**config.mk**
```make
export PLATFORM = sky130hd
export DESIGN_NAME = dual_axis_pid_servo_unit
export DESIGN_NICKNAME = d
export VERILOG_FILES = /design/src/rtl/core/dpsv_pkg.sv /design/src/rtl/core/dpsv_cfg.sv /design/src/rtl/core/dpsv_seq.sv /design/src/rtl/core/dpsv_dp.sv /design/src/rtl/core/dual_axis_pid_servo_unit.sv
export VERILOG_INCLUDE_DIRS = /design/src /design/src/rtl/core
export SDC_FILE = /design/constraint.sdc
export NUM_CORES = 2
export LEC_CHECK = 0
export ABC_AREA = 1
export BUFFER_PORTS_ARGS = -buffer_cell sky130_fd_sc_hd__clkbuf_2
export CAP_MARGIN = 20
export CORE_MARGIN = 1.5
export CORE_UTILIZATION = 55
export DETAILED_ROUTE_END_ITERATION = 8
export GPL_TIMING_DRIVEN = 1
export PLACE_DENSITY = 0.84
export RECOVER_POWER = 100
export SYNTH_ARGS = -nofsm -noshare
export SYNTH_HDL_FRONTEND = slang
export SYNTH_HIERARCHICAL = 1
export SYNTH_SLANG_ARGS = --single-unit
export TNS_END_PERCENT = 5
```
**constraint.sdc**
```tcl
create_clock -name clk -period 8.45 [get_ports clk]
set_input_delay 0.4225 -clock clk [delete_from_list [all_inputs] [get_ports clk]]
set_output_delay 0.4225 -clock clk [all_outputs]
set_load 0.03 [all_outputs]
```
**src/rtl/core/dual_axis_pid_servo_unit_macros.svh**
```systemverilog
// Assertion macros for the dual axis PID servo unit.
`ifndef DUAL_AXIS_PID_SERVO_UNIT_MACROS_SVH
`define DUAL_AXIS_PID_SERVO_UNIT_MACROS_SVH
`ifndef SYNTHESIS
`define DPSV_ASSERT_IMP(label, clk, rst_n, ante, cons) \
    label: assert property (@(posedge clk) disable iff (!rst_n) (ante) |-> (cons)) \
        else $error("dpsv: same-cycle check failed");
`define DPSV_ASSERT_NEXT(label, clk, rst_n, ante, cons) \
    label: assert property (@(posedge clk) disable iff (!rst_n) (ante) |=> (cons)) \
        else $error("dpsv: next-cycle check failed");
`else
`define DPSV_ASSERT_IMP(label, clk, rst_n, ante, cons)
`define DPSV_ASSERT_NEXT(label, clk, rst_n, ante, cons)
`endif
`endif

```
**src/rtl/core/dpsv_pkg.sv**
```systemverilog
// Types, constants and microcode program of the dual axis PID servo unit.
`default_nettype none

package dpsv_pkg;

    localparam int SAMPLE_W    = 12;
    localparam int ERR_W       = SAMPLE_W + 1;
    localparam int DIFF_W      = SAMPLE_W + 2;
    localparam int SUM_W       = 18;
    localparam int GAIN_W      = 20;
    localparam int LEVEL_W     = 16;
    localparam int SCALE_W     = 17;
    localparam int MUL_W       = 21;
    localparam int PROD_W      = 2 * MUL_W;
    localparam int ACC_W       = 58;
    localparam int SPLIT_W     = 20;
    localparam int TAU_HI_W    = 20;
    localparam int GAIN_FRAC   = 16;
    localparam int SCALE_FRAC  = 16;
    localparam int DRIVE_SHIFT = GAIN_FRAC + SCALE_FRAC;
    localparam int Q_W         = ACC_W - DRIVE_SHIFT;
    localparam int CFG_W       = 20;
    localparam int CFG_IDX_W   = 3;
    localparam int PC_W        = 5;

    localparam logic [SCALE_W-1:0] SCALE_X  = 17'd56689;
    localparam logic [SCALE_W-1:0] SCALE_Y  = 17'd67043;
    localparam logic [SUM_W-1:0]   SUM_LOW  = 18'd37500;
    localparam logic [SUM_W-1:0]   SUM_HIGH = 18'd150000;

    localparam logic [SAMPLE_W-1:0] SETPOINT_RST = 12'd2047;
    localparam logic [GAIN_W-1:0]   PROP_RST     = 20'd12003;
    localparam logic [GAIN_W-1:0]   DERIV_RST    = 20'd229376;
    localparam logic [GAIN_W-1:0]   INTEG_RST    = 20'd131;
    localparam logic [LEVEL_W-1:0]  NEUTRAL_RST  = 16'd1875;
    localparam logic [LEVEL_W-1:0]  CEILING_RST  = 16'd2375;

    typedef enum logic [CFG_IDX_W-1:0] {
        REG_SETPOINT_X,
        REG_SETPOINT_Y,
        REG_PROP_GAIN,
        REG_DERIV_GAIN,
        REG_INTEG_GAIN,
        REG_NEUTRAL_LEVEL,
        REG_OUTPUT_CEILING
    } cfg_reg_t;

    typedef struct packed {
        logic [SAMPLE_W-1:0] x_sample;
        logic [SAMPLE_W-1:0] y_sample;
    } in_t;

    typedef struct packed {
        logic [LEVEL_W-1:0] drive_x;
        logic [LEVEL_W-1:0] drive_y;
        logic               touch_present;
    } out_t;

    typedef struct packed {
        logic [SAMPLE_W-1:0] setpoint_x;
        logic [SAMPLE_W-1:0] setpoint_y;
        logic [GAIN_W-1:0]   prop_gain;
        logic [GAIN_W-1:0]   deriv_gain;
        logic [GAIN_W-1:0]   integ_gain;
        logic [LEVEL_W-1:0]  neutral_level;
        logic [LEVEL_W-1:0]  output_ceiling;
    } cfg_t;

    typedef enum logic [1:0] {
        BR_NEXT,
        BR_WAIT_IN,
        BR_WAIT_OUT,
        BR_JUMP
    } br_t;

    typedef enum logic [2:0] {
        MUL_NONE,
        MUL_P,
        MUL_D,
        MUL_I,
        MUL_SLO,
        MUL_SHI
    } mul_t;

    typedef enum logic [1:0] {
        ACC_HOLD,
        ACC_LOAD,
        ACC_ADD,
        ACC_ADD_HI
    } acc_t;

    typedef enum logic [1:0] {
        DP_NOP,
        DP_LOAD_ERR,
        DP_DRIVE,
        DP_NEUTRAL
    } dpop_t;

    typedef enum logic {
        AXIS_X,
        AXIS_Y
    } axis_t;

    typedef struct packed {
        br_t             br;
        logic [PC_W-1:0] target;
        mul_t            mul;
        acc_t            acc;
        dpop_t           op;
        axis_t           axis;
    } ucode_t;

    typedef struct packed {
        mul_t  mul;
        acc_t  acc;
        dpop_t op;
        axis_t axis;
        logic  in_load;
        logic  out_load;
    } ctrl_t;

    localparam logic [PC_W-1:0] PC_WAIT    = 5'd0;
    localparam logic [PC_W-1:0] PC_EMIT    = 5'd19;
    localparam logic [PC_W-1:0] PC_NEUTRAL = 5'd20;

    function automatic logic touched(input in_t d);
        return (d.x_sample != '0) && (d.y_sample != '1);
    endfunction

    function automatic ucode_t uw(input br_t br, input logic [PC_W-1:0] target,
                                  input mul_t mul, input acc_t acc,
                                  input dpop_t op, input axis_t axis);
        ucode_t w;
        w.br     = br;
        w.target = target;
        w.mul    = mul;
        w.acc    = acc;
        w.op     = op;
        w.axis   = axis;
        return w;
    endfunction

    // Each axis: errors, three gain products summed into tau, then tau times
    // the axis scale in two halves, then the floored and saturated drive.
    function automatic ucode_t ucode_word(input logic [PC_W-1:0] pc);
        ucode_t w;
        unique case (pc)
            5'd0:  w = uw(BR_WAIT_IN, PC_NEUTRAL, MUL_NONE, ACC_HOLD, DP_NOP, AXIS_X);
            5'd1:  w = uw(BR_NEXT, PC_WAIT, MUL_NONE, ACC_HOLD, DP_LOAD_ERR, AXIS_X);
            5'd2:  w = uw(BR_NEXT, PC_WAIT, MUL_P, ACC_HOLD, DP_NOP, AXIS_X);
            5'd3:  w = uw(BR_NEXT, PC_WAIT, MUL_D, ACC_LOAD, DP_NOP, AXIS_X);
            5'd4:  w = uw(BR_NEXT, PC_WAIT, MUL_I, ACC_ADD, DP_NOP, AXIS_X);
            5'd5:  w = uw(BR_NEXT, PC_WAIT, MUL_NONE, ACC_ADD, DP_NOP, AXIS_X);
            5'd6:  w = uw(BR_NEXT, PC_WAIT, MUL_SLO, ACC_HOLD, DP_NOP, AXIS_X);
            5'd7:  w = uw(BR_NEXT, PC_WAIT, MUL_SHI, ACC_LOAD, DP_NOP, AXIS_X);
            5'd8:  w = uw(BR_NEXT, PC_WAIT, MUL_NONE, ACC_ADD_HI, DP_NOP, AXIS_X);
            5'd9:  w = uw(BR_NEXT, PC_WAIT, MUL_NONE, ACC_HOLD, DP_DRIVE, AXIS_X);
            5'd10: w = uw(BR_NEXT, PC_WAIT, MUL_NONE, ACC_HOLD, DP_LOAD_ERR, AXIS_Y);
            5'd11: w = uw(BR_NEXT, PC_WAIT, MUL_P, ACC_HOLD, DP_NOP, AXIS_Y);
            5'd12: w = uw(BR_NEXT, PC_WAIT, MUL_D, ACC_LOAD, DP_NOP, AXIS_Y);
            5'd13: w = uw(BR_NEXT, PC_WAIT, MUL_I, ACC_ADD, DP_NOP, AXIS_Y);
            5'd14: w = uw(BR_NEXT, PC_WAIT, MUL_NONE, ACC_ADD, DP_NOP, AXIS_Y);
            5'd15: w = uw(BR_NEXT, PC_WAIT, MUL_SLO, ACC_HOLD, DP_NOP, AXIS_Y);
            5'd16: w = uw(BR_NEXT, PC_WAIT, MUL_SHI, ACC_LOAD, DP_NOP, AXIS_Y);
            5'd17: w = uw(BR_NEXT, PC_WAIT, MUL_NONE, ACC_ADD_HI, DP_NOP, AXIS_Y);
            5'd18: w = uw(BR_NEXT, PC_WAIT, MUL_NONE, ACC_HOLD, DP_DRIVE, AXIS_Y);
            5'd19: w = uw(BR_WAIT_OUT, PC_WAIT, MUL_NONE, ACC_HOLD, DP_NOP, AXIS_X);
            5'd20: w = uw(BR_JUMP, PC_EMIT, MUL_NONE, ACC_HOLD, DP_NEUTRAL, AXIS_X);
            default: w = uw(BR_JUMP, PC_WAIT, MUL_NONE, ACC_HOLD, DP_NOP, AXIS_X);
        endcase
        return w;
    endfunction

endpackage

`default_nettype wire

```
**src/rtl/core/dpsv_cfg.sv**
```systemverilog
// Configuration register file of the servo unit.
`default_nettype none

module dpsv_cfg (
    input  wire logic                           clk,
    input  wire logic                           rst_n,
    input  wire logic                           cfg_wr_en,
    input  wire logic [dpsv_pkg::CFG_IDX_W-1:0] cfg_index,
    input  wire logic [dpsv_pkg::CFG_W-1:0]     cfg_data,
    output dpsv_pkg::cfg_t                      cfg
);

    dpsv_pkg::cfg_t cfg_reg;
    dpsv_pkg::cfg_t cfg_next;

    always_comb
    begin
        cfg_next = cfg_reg;
        if (cfg_wr_en)
        begin
            unique case (cfg_index)
                dpsv_pkg::REG_SETPOINT_X:
                    cfg_next.setpoint_x = cfg_data[dpsv_pkg::SAMPLE_W-1:0];
                dpsv_pkg::REG_SETPOINT_Y:
                    cfg_next.setpoint_y = cfg_data[dpsv_pkg::SAMPLE_W-1:0];
                dpsv_pkg::REG_PROP_GAIN:
                    cfg_next.prop_gain = cfg_data[dpsv_pkg::GAIN_W-1:0];
                dpsv_pkg::REG_DERIV_GAIN:
                    cfg_next.deriv_gain = cfg_data[dpsv_pkg::GAIN_W-1:0];
                dpsv_pkg::REG_INTEG_GAIN:
                    cfg_next.integ_gain = cfg_data[dpsv_pkg::GAIN_W-1:0];
                dpsv_pkg::REG_NEUTRAL_LEVEL:
                    cfg_next.neutral_level = cfg_data[dpsv_pkg::LEVEL_W-1:0];
                dpsv_pkg::REG_OUTPUT_CEILING:
                    cfg_next.output_ceiling = cfg_data[dpsv_pkg::LEVEL_W-1:0];
                default:
                    cfg_next = cfg_reg;
            endcase
        end
    end

    always_ff @(posedge clk or negedge rst_n)
    begin
        if (!rst_n)
        begin
            cfg_reg.setpoint_x     <= dpsv_pkg::SETPOINT_RST;
            cfg_reg.setpoint_y     <= dpsv_pkg::SETPOINT_RST;
            cfg_reg.prop_gain      <= dpsv_pkg::PROP_RST;
            cfg_reg.deriv_gain     <= dpsv_pkg::DERIV_RST;
            cfg_reg.integ_gain     <= dpsv_pkg::INTEG_RST;
            cfg_reg.neutral_level  <= dpsv_pkg::NEUTRAL_RST;
            cfg_reg.output_ceiling <= dpsv_pkg::CEILING_RST;
        end
        else
        begin
            cfg_reg <= cfg_next;
        end
    end

    assign cfg = cfg_reg;

endmodule

`default_nettype wire

```
**src/rtl/core/dpsv_seq.sv**
```systemverilog
// Microcode sequencer: step counter, program ROM and branch logic.
`default_nettype none

module dpsv_seq (
    input  wire logic      clk,
    input  wire logic      rst_n,
    input  wire logic      in_valid,
    input  wire logic      in_touch,
    input  wire logic      out_busy,
    output logic           in_stall,
    output dpsv_pkg::ctrl_t ctrl
);

    logic [dpsv_pkg::PC_W-1:0] pc_reg;
    logic [dpsv_pkg::PC_W-1:0] pc_next;
    logic [dpsv_pkg::PC_W-1:0] pc_inc;
    dpsv_pkg::ucode_t          word;
    logic                      in_load;
    logic                      out_load;

    assign word   = dpsv_pkg::ucode_word(pc_reg);
    assign pc_inc = pc_reg + dpsv_pkg::PC_W'(1);

    always_comb
    begin
        pc_next  = pc_reg;
        in_load  = 1'b0;
        out_load = 1'b0;
        unique case (word.br)
            dpsv_pkg::BR_NEXT:
                pc_next = pc_inc;
            dpsv_pkg::BR_WAIT_IN:
            begin
                in_load = in_valid;
                if (in_valid)
                begin
                    // An untouched panel skips the PID steps.
                    pc_next = in_touch ? pc_inc : word.target;
                end
            end
            dpsv_pkg::BR_WAIT_OUT:
            begin
                out_load = !out_busy;
                if (!out_busy)
                begin
                    pc_next = word.target;
                end
            end
            dpsv_pkg::BR_JUMP:
                pc_next = word.target;
            default:
                pc_next = dpsv_pkg::PC_WAIT;
        endcase
    end

    always_ff @(posedge clk or negedge rst_n)
    begin
        if (!rst_n)
        begin
            pc_reg <= dpsv_pkg::PC_WAIT;
        end
        else
        begin
            pc_reg <= pc_next;
        end
    end

    assign in_stall      = (word.br != dpsv_pkg::BR_WAIT_IN);
    assign ctrl.mul      = word.mul;
    assign ctrl.acc      = word.acc;
    assign ctrl.op       = word.op;
    assign ctrl.axis     = word.axis;
    assign ctrl.in_load  = in_load;
    assign ctrl.out_load = out_load;

endmodule

`default_nettype wire

```
**src/rtl/core/dpsv_dp.sv**
```systemverilog
// PID datapath: error terms, one shared multiplier, accumulator and drive logic.
`default_nettype none

module dpsv_dp (
    input  wire logic            clk,
    input  wire logic            rst_n,
    input  dpsv_pkg::ctrl_t      ctrl,
    input  dpsv_pkg::in_t        in_data,
    input  dpsv_pkg::cfg_t       cfg,
    output dpsv_pkg::out_t       out_data
);

    localparam int SAMPLE_W = dpsv_pkg::SAMPLE_W;
    localparam int ERR_W    = dpsv_pkg::ERR_W;
    localparam int DIFF_W   = dpsv_pkg::DIFF_W;
    localparam int SUM_W    = dpsv_pkg::SUM_W;
    localparam int GAIN_W   = dpsv_pkg::GAIN_W;
    localparam int LEVEL_W  = dpsv_pkg::LEVEL_W;
    localparam int SCALE_W  = dpsv_pkg::SCALE_W;
    localparam int MUL_W    = dpsv_pkg::MUL_W;
    localparam int PROD_W   = dpsv_pkg::PROD_W;
    localparam int ACC_W    = dpsv_pkg::ACC_W;
    localparam int SPLIT_W  = dpsv_pkg::SPLIT_W;
    localparam int HI_W     = dpsv_pkg::TAU_HI_W;
    localparam int SHIFT    = dpsv_pkg::DRIVE_SHIFT;
    localparam int Q_W      = dpsv_pkg::Q_W;

    logic [SAMPLE_W-1:0] x_smp_reg;
    logic [SAMPLE_W-1:0] y_smp_reg;
    logic                touch_reg;
    logic [ERR_W-1:0]    err_reg;
    logic [DIFF_W-1:0]   diff_reg;
    logic [SUM_W-1:0]    isum_reg;
    logic signed [PROD_W-1:0] prod_reg;
    logic signed [PROD_W-1:0] prod_next;
    logic signed [ACC_W-1:0]  acc_reg;
    logic signed [ACC_W-1:0]  acc_next;
    logic [LEVEL_W-1:0]  drive_x_reg;
    logic [LEVEL_W-1:0]  drive_y_reg;
    dpsv_pkg::out_t      out_reg;

    logic [ERR_W-1:0]    last_x_reg;
    logic [ERR_W-1:0]    last_y_reg;
    logic [SUM_W-1:0]    sum_x_reg;
    logic [SUM_W-1:0]    sum_y_reg;

    logic [SAMPLE_W-1:0] sel_sp;
    logic [SAMPLE_W-1:0] sel_smp;
    logic [ERR_W-1:0]    sel_last;
    logic [SUM_W-1:0]    sel_sum;
    logic [SCALE_W-1:0]  sel_scale;
    logic [ERR_W-1:0]    err_c;
    logic [DIFF_W-1:0]   diff_c;
    logic signed [SUM_W:0] sum_raw;
    logic [SUM_W-1:0]    sum_c;

    logic signed [MUL_W-1:0] mul_a;
    logic signed [MUL_W-1:0] mul_b;
    logic signed [ACC_W-1:0] prod_ext;

    logic [Q_W-1:0]      q_c;
    logic signed [Q_W:0] drive_sum;
    logic [LEVEL_W-1:0]  drive_c;

    // Error terms for the axis that the control word selects.
    always_comb
    begin
        if (ctrl.axis == dpsv_pkg::AXIS_X)
        begin
            sel_sp    = cfg.setpoint_x;
            sel_smp   = x_smp_reg;
            sel_last  = last_x_reg;
            sel_sum   = sum_x_reg;
            sel_scale = dpsv_pkg::SCALE_X;
        end
        else
        begin
            sel_sp    = cfg.setpoint_y;
            sel_smp   = y_smp_reg;
            sel_last  = last_y_reg;
            sel_sum   = sum_y_reg;
            sel_scale = dpsv_pkg::SCALE_Y;
        end
    end

    assign err_c   = {1'b0, sel_sp} - {1'b0, sel_smp};
    assign diff_c  = {err_c[ERR_W-1], err_c} - {sel_last[ERR_W-1], sel_last};
    assign sum_raw = $signed({1'b0, sel_sum})
                   + $signed({{(SUM_W+1-ERR_W){err_c[ERR_W-1]}}, err_c});

    always_comb
    begin
        if (sum_raw < $signed({1'b0, dpsv_pkg::SUM_LOW}))
        begin
            sum_c = dpsv_pkg::SUM_LOW;
        end
        else if (sum_raw > $signed({1'b0, dpsv_pkg::SUM_HIGH}))
        begin
            sum_c = dpsv_pkg::SUM_HIGH;
        end
        else
        begin
            sum_c = sum_raw[SUM_W-1:0];
        end
    end

    // Operand selection for the shared multiplier. Tau is multiplied by the
    // axis scale in an unsigned low half and a signed high half.
    always_comb
    begin
        mul_a = '0;
        mul_b = '0;
        case (ctrl.mul)
            dpsv_pkg::MUL_P:
            begin
                mul_a = {{(MUL_W-GAIN_W){1'b0}}, cfg.prop_gain};
                mul_b = {{(MUL_W-ERR_W){err_reg[ERR_W-1]}}, err_reg};
            end
            dpsv_pkg::MUL_D:
            begin
                mul_a = {{(MUL_W-GAIN_W){1'b0}}, cfg.deriv_gain};
                mul_b = {{(MUL_W-DIFF_W){diff_reg[DIFF_W-1]}}, diff_reg};
            end
            dpsv_pkg::MUL_I:
            begin
                mul_a = {{(MUL_W-GAIN_W){1'b0}}, cfg.integ_gain};
                mul_b = {{(MUL_W-SUM_W){1'b0}}, isum_reg};
            end
            dpsv_pkg::MUL_SLO:
            begin
                mul_a = {{(MUL_W-SCALE_W){1'b0}}, sel_scale};
                mul_b = {{(MUL_W-SPLIT_W){1'b0}}, acc_reg[SPLIT_W-1:0]};
            end
            dpsv_pkg::MUL_SHI:
            begin
                mul_a = {{(MUL_W-SCALE_W){1'b0}}, sel_scale};
                mul_b = {{(MUL_W-HI_W){acc_reg[SPLIT_W+HI_W-1]}},
                         acc_reg[SPLIT_W+HI_W-1:SPLIT_W]};
            end
            default:
            begin
                mul_a = '0;
                mul_b = '0;
            end
        endcase
    end

    assign prod_next = mul_a * mul_b;
    assign prod_ext  = {{(ACC_W-PROD_W){prod_reg[PROD_W-1]}}, prod_reg};

    always_comb
    begin
        case (ctrl.acc)
            dpsv_pkg::ACC_HOLD:   acc_next = acc_reg;
            dpsv_pkg::ACC_LOAD:   acc_next = prod_ext;
            dpsv_pkg::ACC_ADD:    acc_next = acc_reg + prod_ext;
            dpsv_pkg::ACC_ADD_HI: acc_next = acc_reg + (prod_ext <<< SPLIT_W);
            default:              acc_next = acc_reg;
        endcase
    end

    // The arithmetic shift floors toward minus infinity, as the drive needs.
    assign q_c       = acc_reg[ACC_W-1:SHIFT];
    assign drive_sum = $signed({q_c[Q_W-1], q_c})
                     + $signed({{(Q_W+1-LEVEL_W){1'b0}}, cfg.neutral_level});

    always_comb
    begin
        if (drive_sum[Q_W])
        begin
            drive_c = '0;
        end
        else if (drive_sum[Q_W-1:0] > {{(Q_W-LEVEL_W){1'b0}}, cfg.output_ceiling})
        begin
            drive_c = cfg.output_ceiling;
        end
        else
        begin
            drive_c = drive_sum[LEVEL_W-1:0];
        end
    end

    always_ff @(posedge clk)
    begin
        prod_reg <= prod_next;
        acc_reg  <= acc_next;
        if (ctrl.in_load)
        begin
            x_smp_reg <= in_data.x_sample;
            y_smp_reg <= in_data.y_sample;
            touch_reg <= dpsv_pkg::touched(in_data);
        end
        if (ctrl.op == dpsv_pkg::DP_LOAD_ERR)
        begin
            err_reg  <= err_c;
            diff_reg <= diff_c;
            isum_reg <= sum_c;
        end
        if (ctrl.op == dpsv_pkg::DP_DRIVE)
        begin
            if (ctrl.axis == dpsv_pkg::AXIS_X)
            begin
                drive_x_reg <= drive_c;
            end
            else
            begin
                drive_y_reg <= drive_c;
            end
        end
        if (ctrl.op == dpsv_pkg::DP_NEUTRAL)
        begin
            drive_x_reg <= cfg.neutral_level;
            drive_y_reg <= cfg.neutral_level;
        end
        if (ctrl.out_load)
        begin
            out_reg.drive_x       <= drive_x_reg;
            out_reg.drive_y       <= drive_y_reg;
            out_reg.touch_present <= touch_reg;
        end
    end

    // Controller state: previous error and clamped integral per axis.
    always_ff @(posedge clk or negedge rst_n)
    begin
        if (!rst_n)
        begin
            last_x_reg <= '0;
            last_y_reg <= '0;
            sum_x_reg  <= '0;
            sum_y_reg  <= '0;
        end
        else if (ctrl.op == dpsv_pkg::DP_LOAD_ERR)
        begin
            if (ctrl.axis == dpsv_pkg::AXIS_X)
            begin
                last_x_reg <= err_c;
                sum_x_reg  <= sum_c;
            end
            else
            begin
                last_y_reg <= err_c;
                sum_y_reg  <= sum_c;
            end
        end
    end

    assign out_data = out_reg;

endmodule

`default_nettype wire

```
**src/rtl/core/dual_axis_pid_servo_unit.sv**
```systemverilog
// Top level of the two axis PID servo controller.
//
//  Port group | Handshake              | Payload
//  in         | in_valid / in_stall    | dpsv_pkg::in_t  (x_sample, y_sample)
//  out        | out_valid / out_stall  | dpsv_pkg::out_t (drive_x, drive_y, touch_present)
//  cfg        | cfg_wr_en              | cfg_index, cfg_data
//
// A touched item runs the PID steps of both axes before its result is loaded at the
// emit step; an untouched item runs only the neutral step. Nine program steps per
// axis push five products through one shared 21x21 multiplier and its accumulator.
// The input reopens the cycle after the result is loaded, so no new item is taken
// while one is in work; a stalled earlier result holds the sequencer at its emit
// step. Reset clears the step counter, the controller state and the output valid flag.
`default_nettype none

`include "dual_axis_pid_servo_unit_macros.svh"

module dual_axis_pid_servo_unit (
    input  wire logic                           clk,
    input  wire logic                           rst_n,
    input  wire logic                           in_valid,
    output logic                                in_stall,
    input  dpsv_pkg::in_t                       in_data,
    output logic                                out_valid,
    input  wire logic                           out_stall,
    output dpsv_pkg::out_t                      out_data,
    input  wire logic                           cfg_wr_en,
    input  wire logic [dpsv_pkg::CFG_IDX_W-1:0] cfg_index,
    input  wire logic [dpsv_pkg::CFG_W-1:0]     cfg_data
);

    dpsv_pkg::cfg_t  cfg;
    dpsv_pkg::ctrl_t ctrl;
    logic            out_valid_reg;
    logic            out_valid_next;
    logic            out_busy;
    logic            in_touch;

    assign in_touch = dpsv_pkg::touched(in_data);
    assign out_busy = out_valid_reg && out_stall;

    dpsv_cfg u_cfg (
        .clk       (clk),
        .rst_n     (rst_n),
        .cfg_wr_en (cfg_wr_en),
        .cfg_index (cfg_index),
        .cfg_data  (cfg_data),
        .cfg       (cfg)
    );

    dpsv_seq u_seq (
        .clk      (clk),
        .rst_n    (rst_n),
        .in_valid (in_valid),
        .in_touch (in_touch),
        .out_busy (out_busy),
        .in_stall (in_stall),
        .ctrl     (ctrl)
    );

    dpsv_dp u_dp (
        .clk      (clk),
        .rst_n    (rst_n),
        .ctrl     (ctrl),
        .in_data  (in_data),
        .cfg      (cfg),
        .out_data (out_data)
    );

    always_comb
    begin
        if (ctrl.out_load)
        begin
            out_valid_next = 1'b1;
        end
        else if (!out_stall)
        begin
            out_valid_next = 1'b0;
        end
        else
        begin
            out_valid_next = out_valid_reg;
        end
    end

    always_ff @(posedge clk or negedge rst_n)
    begin
        if (!rst_n)
        begin
            out_valid_reg <= 1'b0;
        end
        else
        begin
            out_valid_reg <= out_valid_next;
        end
    end

    assign out_valid = out_valid_reg;

    // A stalled result is never overwritten by the next one.
    `DPSV_ASSERT_IMP(a_no_overwrite, clk, rst_n, out_busy, !ctrl.out_load)
    // Taking an item and emitting a result are different program steps.
    `DPSV_ASSERT_IMP(a_load_exclusive, clk, rst_n, ctrl.in_load, !ctrl.out_load)
    // Once an item is taken the input side closes until its work is done.
    `DPSV_ASSERT_NEXT(a_busy_after_load, clk, rst_n, ctrl.in_load, in_stall)
    // A loaded result is shown in the following cycle.
    `DPSV_ASSERT_NEXT(a_emit_shows, clk, rst_n, ctrl.out_load, out_valid)

endmodule

`default_nettype wire

```
==> impl_metrics.ini <==
[outcome]
run_status = finished with violations
violations = max-capacitance violations, max-slew violations

[worst_hold_path]
worstHoldEndpoint = u_cfg/cfg[68]$_DFFE_PN1P_
holdPathStages = 3
min_path_type = primary input to flip-flop
worstHoldStart = cfg_data[16]

[worst_setup_path]
timing.critical_path.from_type = flip-flop
path_buf_inv = 16
cp_data_required_time_ns = 8.95
critical-path-top-delay-family = adder cells
setup.worst_path.end_class = flip-flop
critical_path_arrival_ns = 8.77
critical_path.reg2reg.endpoint = u_dp/prod_reg[39]$_DFF_P_
worst_path_largest_cell_delay_ns = 0.56
reg2regPathDepth = 42
worst-setup-path-type = flip-flop to flip-flop
critical_path.slowest_cell = sky130_fd_sc_hd__fa_2
worst-path-max-fanout = 6
critical_r2r_launch = u_seq/pc_reg[1]$_DFFE_PN0P_
r2r_setup_slack_ns = 0.18

[cts]
tritoncts_clock_tree = yes
cts.sink_count = 419
clk-insertion-delay-late_ns = 0.61
cts_buffers = 46
h-tree-depth = 2
clkTransAtPathRegs_ns = 0.06
clockRootBuffer = sky130_fd_sc_hd__clkbuf_16
max-clock-path-buffers = 3

[global_route]
globalRoute.totalOverflow = 0
grtUsageTotal = 0.370
grt_pass1_vias = 37800
grt_first_pass_wirelength_mm = 220
globalRouteMet1Util = 0.503
busiest_layer = met2
grt_start_max_net_pins = 125
use_met2 = 0.569
groute.layer.met3.usage = 0.0726
antenna_found_initial = 7

[synth]
synthArstFlopShare = 0.439
yosys-top-cells-area = sky130_fd_sc_hd__fa_1 (16%), sky130_fd_sc_hd__nand2_1 (14%), sky130_fd_sc_hd__edfxtp_1 (14%)
synthCells = 5507
synth.lib_cells_used.distinct = 66
synth-edff-count = 193
synth.ff_latch_count = 419
synth_top_cell_by_area = sky130_fd_sc_hd__fa_1
avgSynthCellArea_um2 = 7.65
synth_top_cell_area_share = 0.164
mappedNetlistNets = 6260
ys.flop_type = sky130_fd_sc_hd__edfxtp_1
netlist_area_mm2 = 0.0421
synth-seq-area-share = 0.268
ys_warn_count = 6

[final_layout]
largest_reg_flops = 116
layout_common_cells = sky130_fd_sc_hd__nand2_1 (1589), sky130_fd_sc_hd__inv_1 (893), sky130_fd_sc_hd__nor2_1 (459)
post_route_cells_drive_above_1_share = 0.121
fillerInstances = 6682
p_r_area_growth_vs_syn_pct = 14.1
nets = 6593
layoutNonFillerInstCount = 6856
layout.cells.most_common = sky130_fd_sc_hd__nand2_1

[route]
drtAntennaViolNets = 0
drtIter0Drc = 3923
via_count = 39100
totalWireLength_mm = 146
wl_per_cell_um = 21.3
detailedRoute.firstPassIterationCount = 6
vias_per_cell = 5.70
residual_drc = 0

[floorplan]
initial_core_util = 0.556
placeableCoreArea_mm2 = 0.0758
die-height_um = 280
count_of_boundary_i_o_pins = 87
floorplan.die.width_um = 280
cell_rows = 101
overall_die_area_mm2 = 0.0783

[sta]
max_freq_mhz = 121
finalCriticalPeriod_ns = 8.27
min_period_over_period = 0.979
tightestPinTransition_ns = 6.60
grt_setup_unrepaired = true
finClkSkew_ns = 0.0360
number_of_failing_hold_endpoints_at_the_final_stage = 0
timing_max_transition_violations_final = 236
maxSlewHeadroom = -3.40
finalSetupViolCount = 0

[placement]
io_buffers = 86
numPlacedInstances = 6720
place_hpwl_mm = 118
finalWeightedCongestion = 1.05

[run]
maxCapViolCount = 3
## repair_timing
item	in CTS	in global routing
cloned	0	5
endpoints found under the setup margin	15	26
resized for setup	15	151
hold buffers	0	0
setup buffers	8	34
pin swaps	7	74
## synth_stat cells (25+ instances only)
library cell / n
sky130_fd_sc_hd__dfstp_2: 50
sky130_fd_sc_hd__a21o_1: 25
sky130_fd_sc_hd__fa_1: 346
sky130_fd_sc_hd__a31oi_1: 36
sky130_fd_sc_hd__nand2_2: 30
sky130_fd_sc_hd__ha_1: 355
sky130_fd_sc_hd__inv_1: 911
sky130_fd_sc_hd__buf_2: 52
sky130_fd_sc_hd__edfxtp_1: 193
sky130_fd_sc_hd__a21oi_1: 263
sky130_fd_sc_hd__nand3_1: 260
sky130_fd_sc_hd__nor3_1: 31
sky130_fd_sc_hd__clkbuf_1: 66
sky130_fd_sc_hd__dfxtp_1: 42
sky130_fd_sc_hd__dfrtp_1: 134
sky130_fd_sc_hd__nand2_1: 1606
sky130_fd_sc_hd__nand4_1: 54
sky130_fd_sc_hd__xor2_1: 68
sky130_fd_sc_hd__xnor2_1: 26
sky130_fd_sc_hd__o21ai_0: 196
sky130_fd_sc_hd__nor2_1: 477
## through the flow
step	area (um2)	utilization	hold WS, ns	worst slack [ns]	setup TNS (ns)
floorplan	42100	-	0.127	0.306	0
global placement	45500	0.600	0.400	-0.0171	-0.0229
detailed placement	45500	0.600	0.405	-0.218	-0.878
CTS	47200	0.623	0.0133	0.0460	0
global route	48100	0.634	0.0599	-0.143	-0.947
finish	48100	0.634	0.0295	0.180	0
## worst max path at each step
| stage | cells after the start | to | from |
|---|---|---|---|
| 2_1_floorplan | 39 | u_dp/prod_reg[39]$_DFF_P_ | u_seq/pc_reg[1]$_DFFE_PN0P_ |
| 3_3_place_gp | 39 | u_dp/prod_reg[39]$_DFF_P_ | u_seq/pc_reg[1]$_DFFE_PN0P_ |
| 3_5_place_dp | 38 | u_dp/prod_reg[39]$_DFF_P_ | u_seq/pc_reg[1]$_DFFE_PN0P_ |
| 4_1_cts | 41 | u_dp/prod_reg[36]$_DFF_P_ | u_seq/pc_reg[0]$_DFFE_PN0P_ |
| 5_1_grt | 38 | u_dp/prod_reg[41]$_DFF_P_ | u_seq/pc_reg[1]$_DFFE_PN0P_ |
| 6_report | 42 | u_dp/prod_reg[39]$_DFF_P_ | u_seq/pc_reg[1]$_DFFE_PN0P_ |
## final cells by class
type	instances	area [um2]	area share
Antenna cell	1	2.50	0.0000520
Clock buffer	60	1310	0.0272
Clock inverter	25	299	0.00622
Inverter	942	3580	0.0745
Multi-Input combinational cell	4011	27100	0.564
Sequential cell	419	11300	0.235
Tap cell	978	1220	0.0254
Timing Repair Buffer	418	3220	0.0670
Timing Repair inverter	2	15.0	0.000312
## routing by layer
layer,wire (um),vias to the layer above
li1,-,18100
met1,59600,18600
met2,63500,2014
met3,14400,399
met4,8550,2
met5,13,-
## worst register-to-register path: cells and delay by family, from the launching register on
family          cells  cell delay, ns
compound gates      4            0.47
simple gates       12            1.40
xor+xnor            1            0.16
fa+ha+maj           9            4.03
buf+inv            16            1.67
flops               1            0.45
## kinds of logic (layout without fill, tap and decap cells)
family                     count (synthesis)  count (layout)  synth area share
AOI/OAI and AO/OA                        657             657            0.0904
xor gates and xnor gates                  95              95            0.0199
adders and majority gates                701             701             0.270
buffers and inverters                   1077            1447            0.0991
DFF                                      419             419             0.268
muxes                                     16              16           0.00380
other                                      0               1                 0
and+or+nand+nor                         2542            2542             0.249
Power is left out: the tool's default activity adds up to more than one toggle a clock period on the data nets, which glitch-free logic cannot reach.
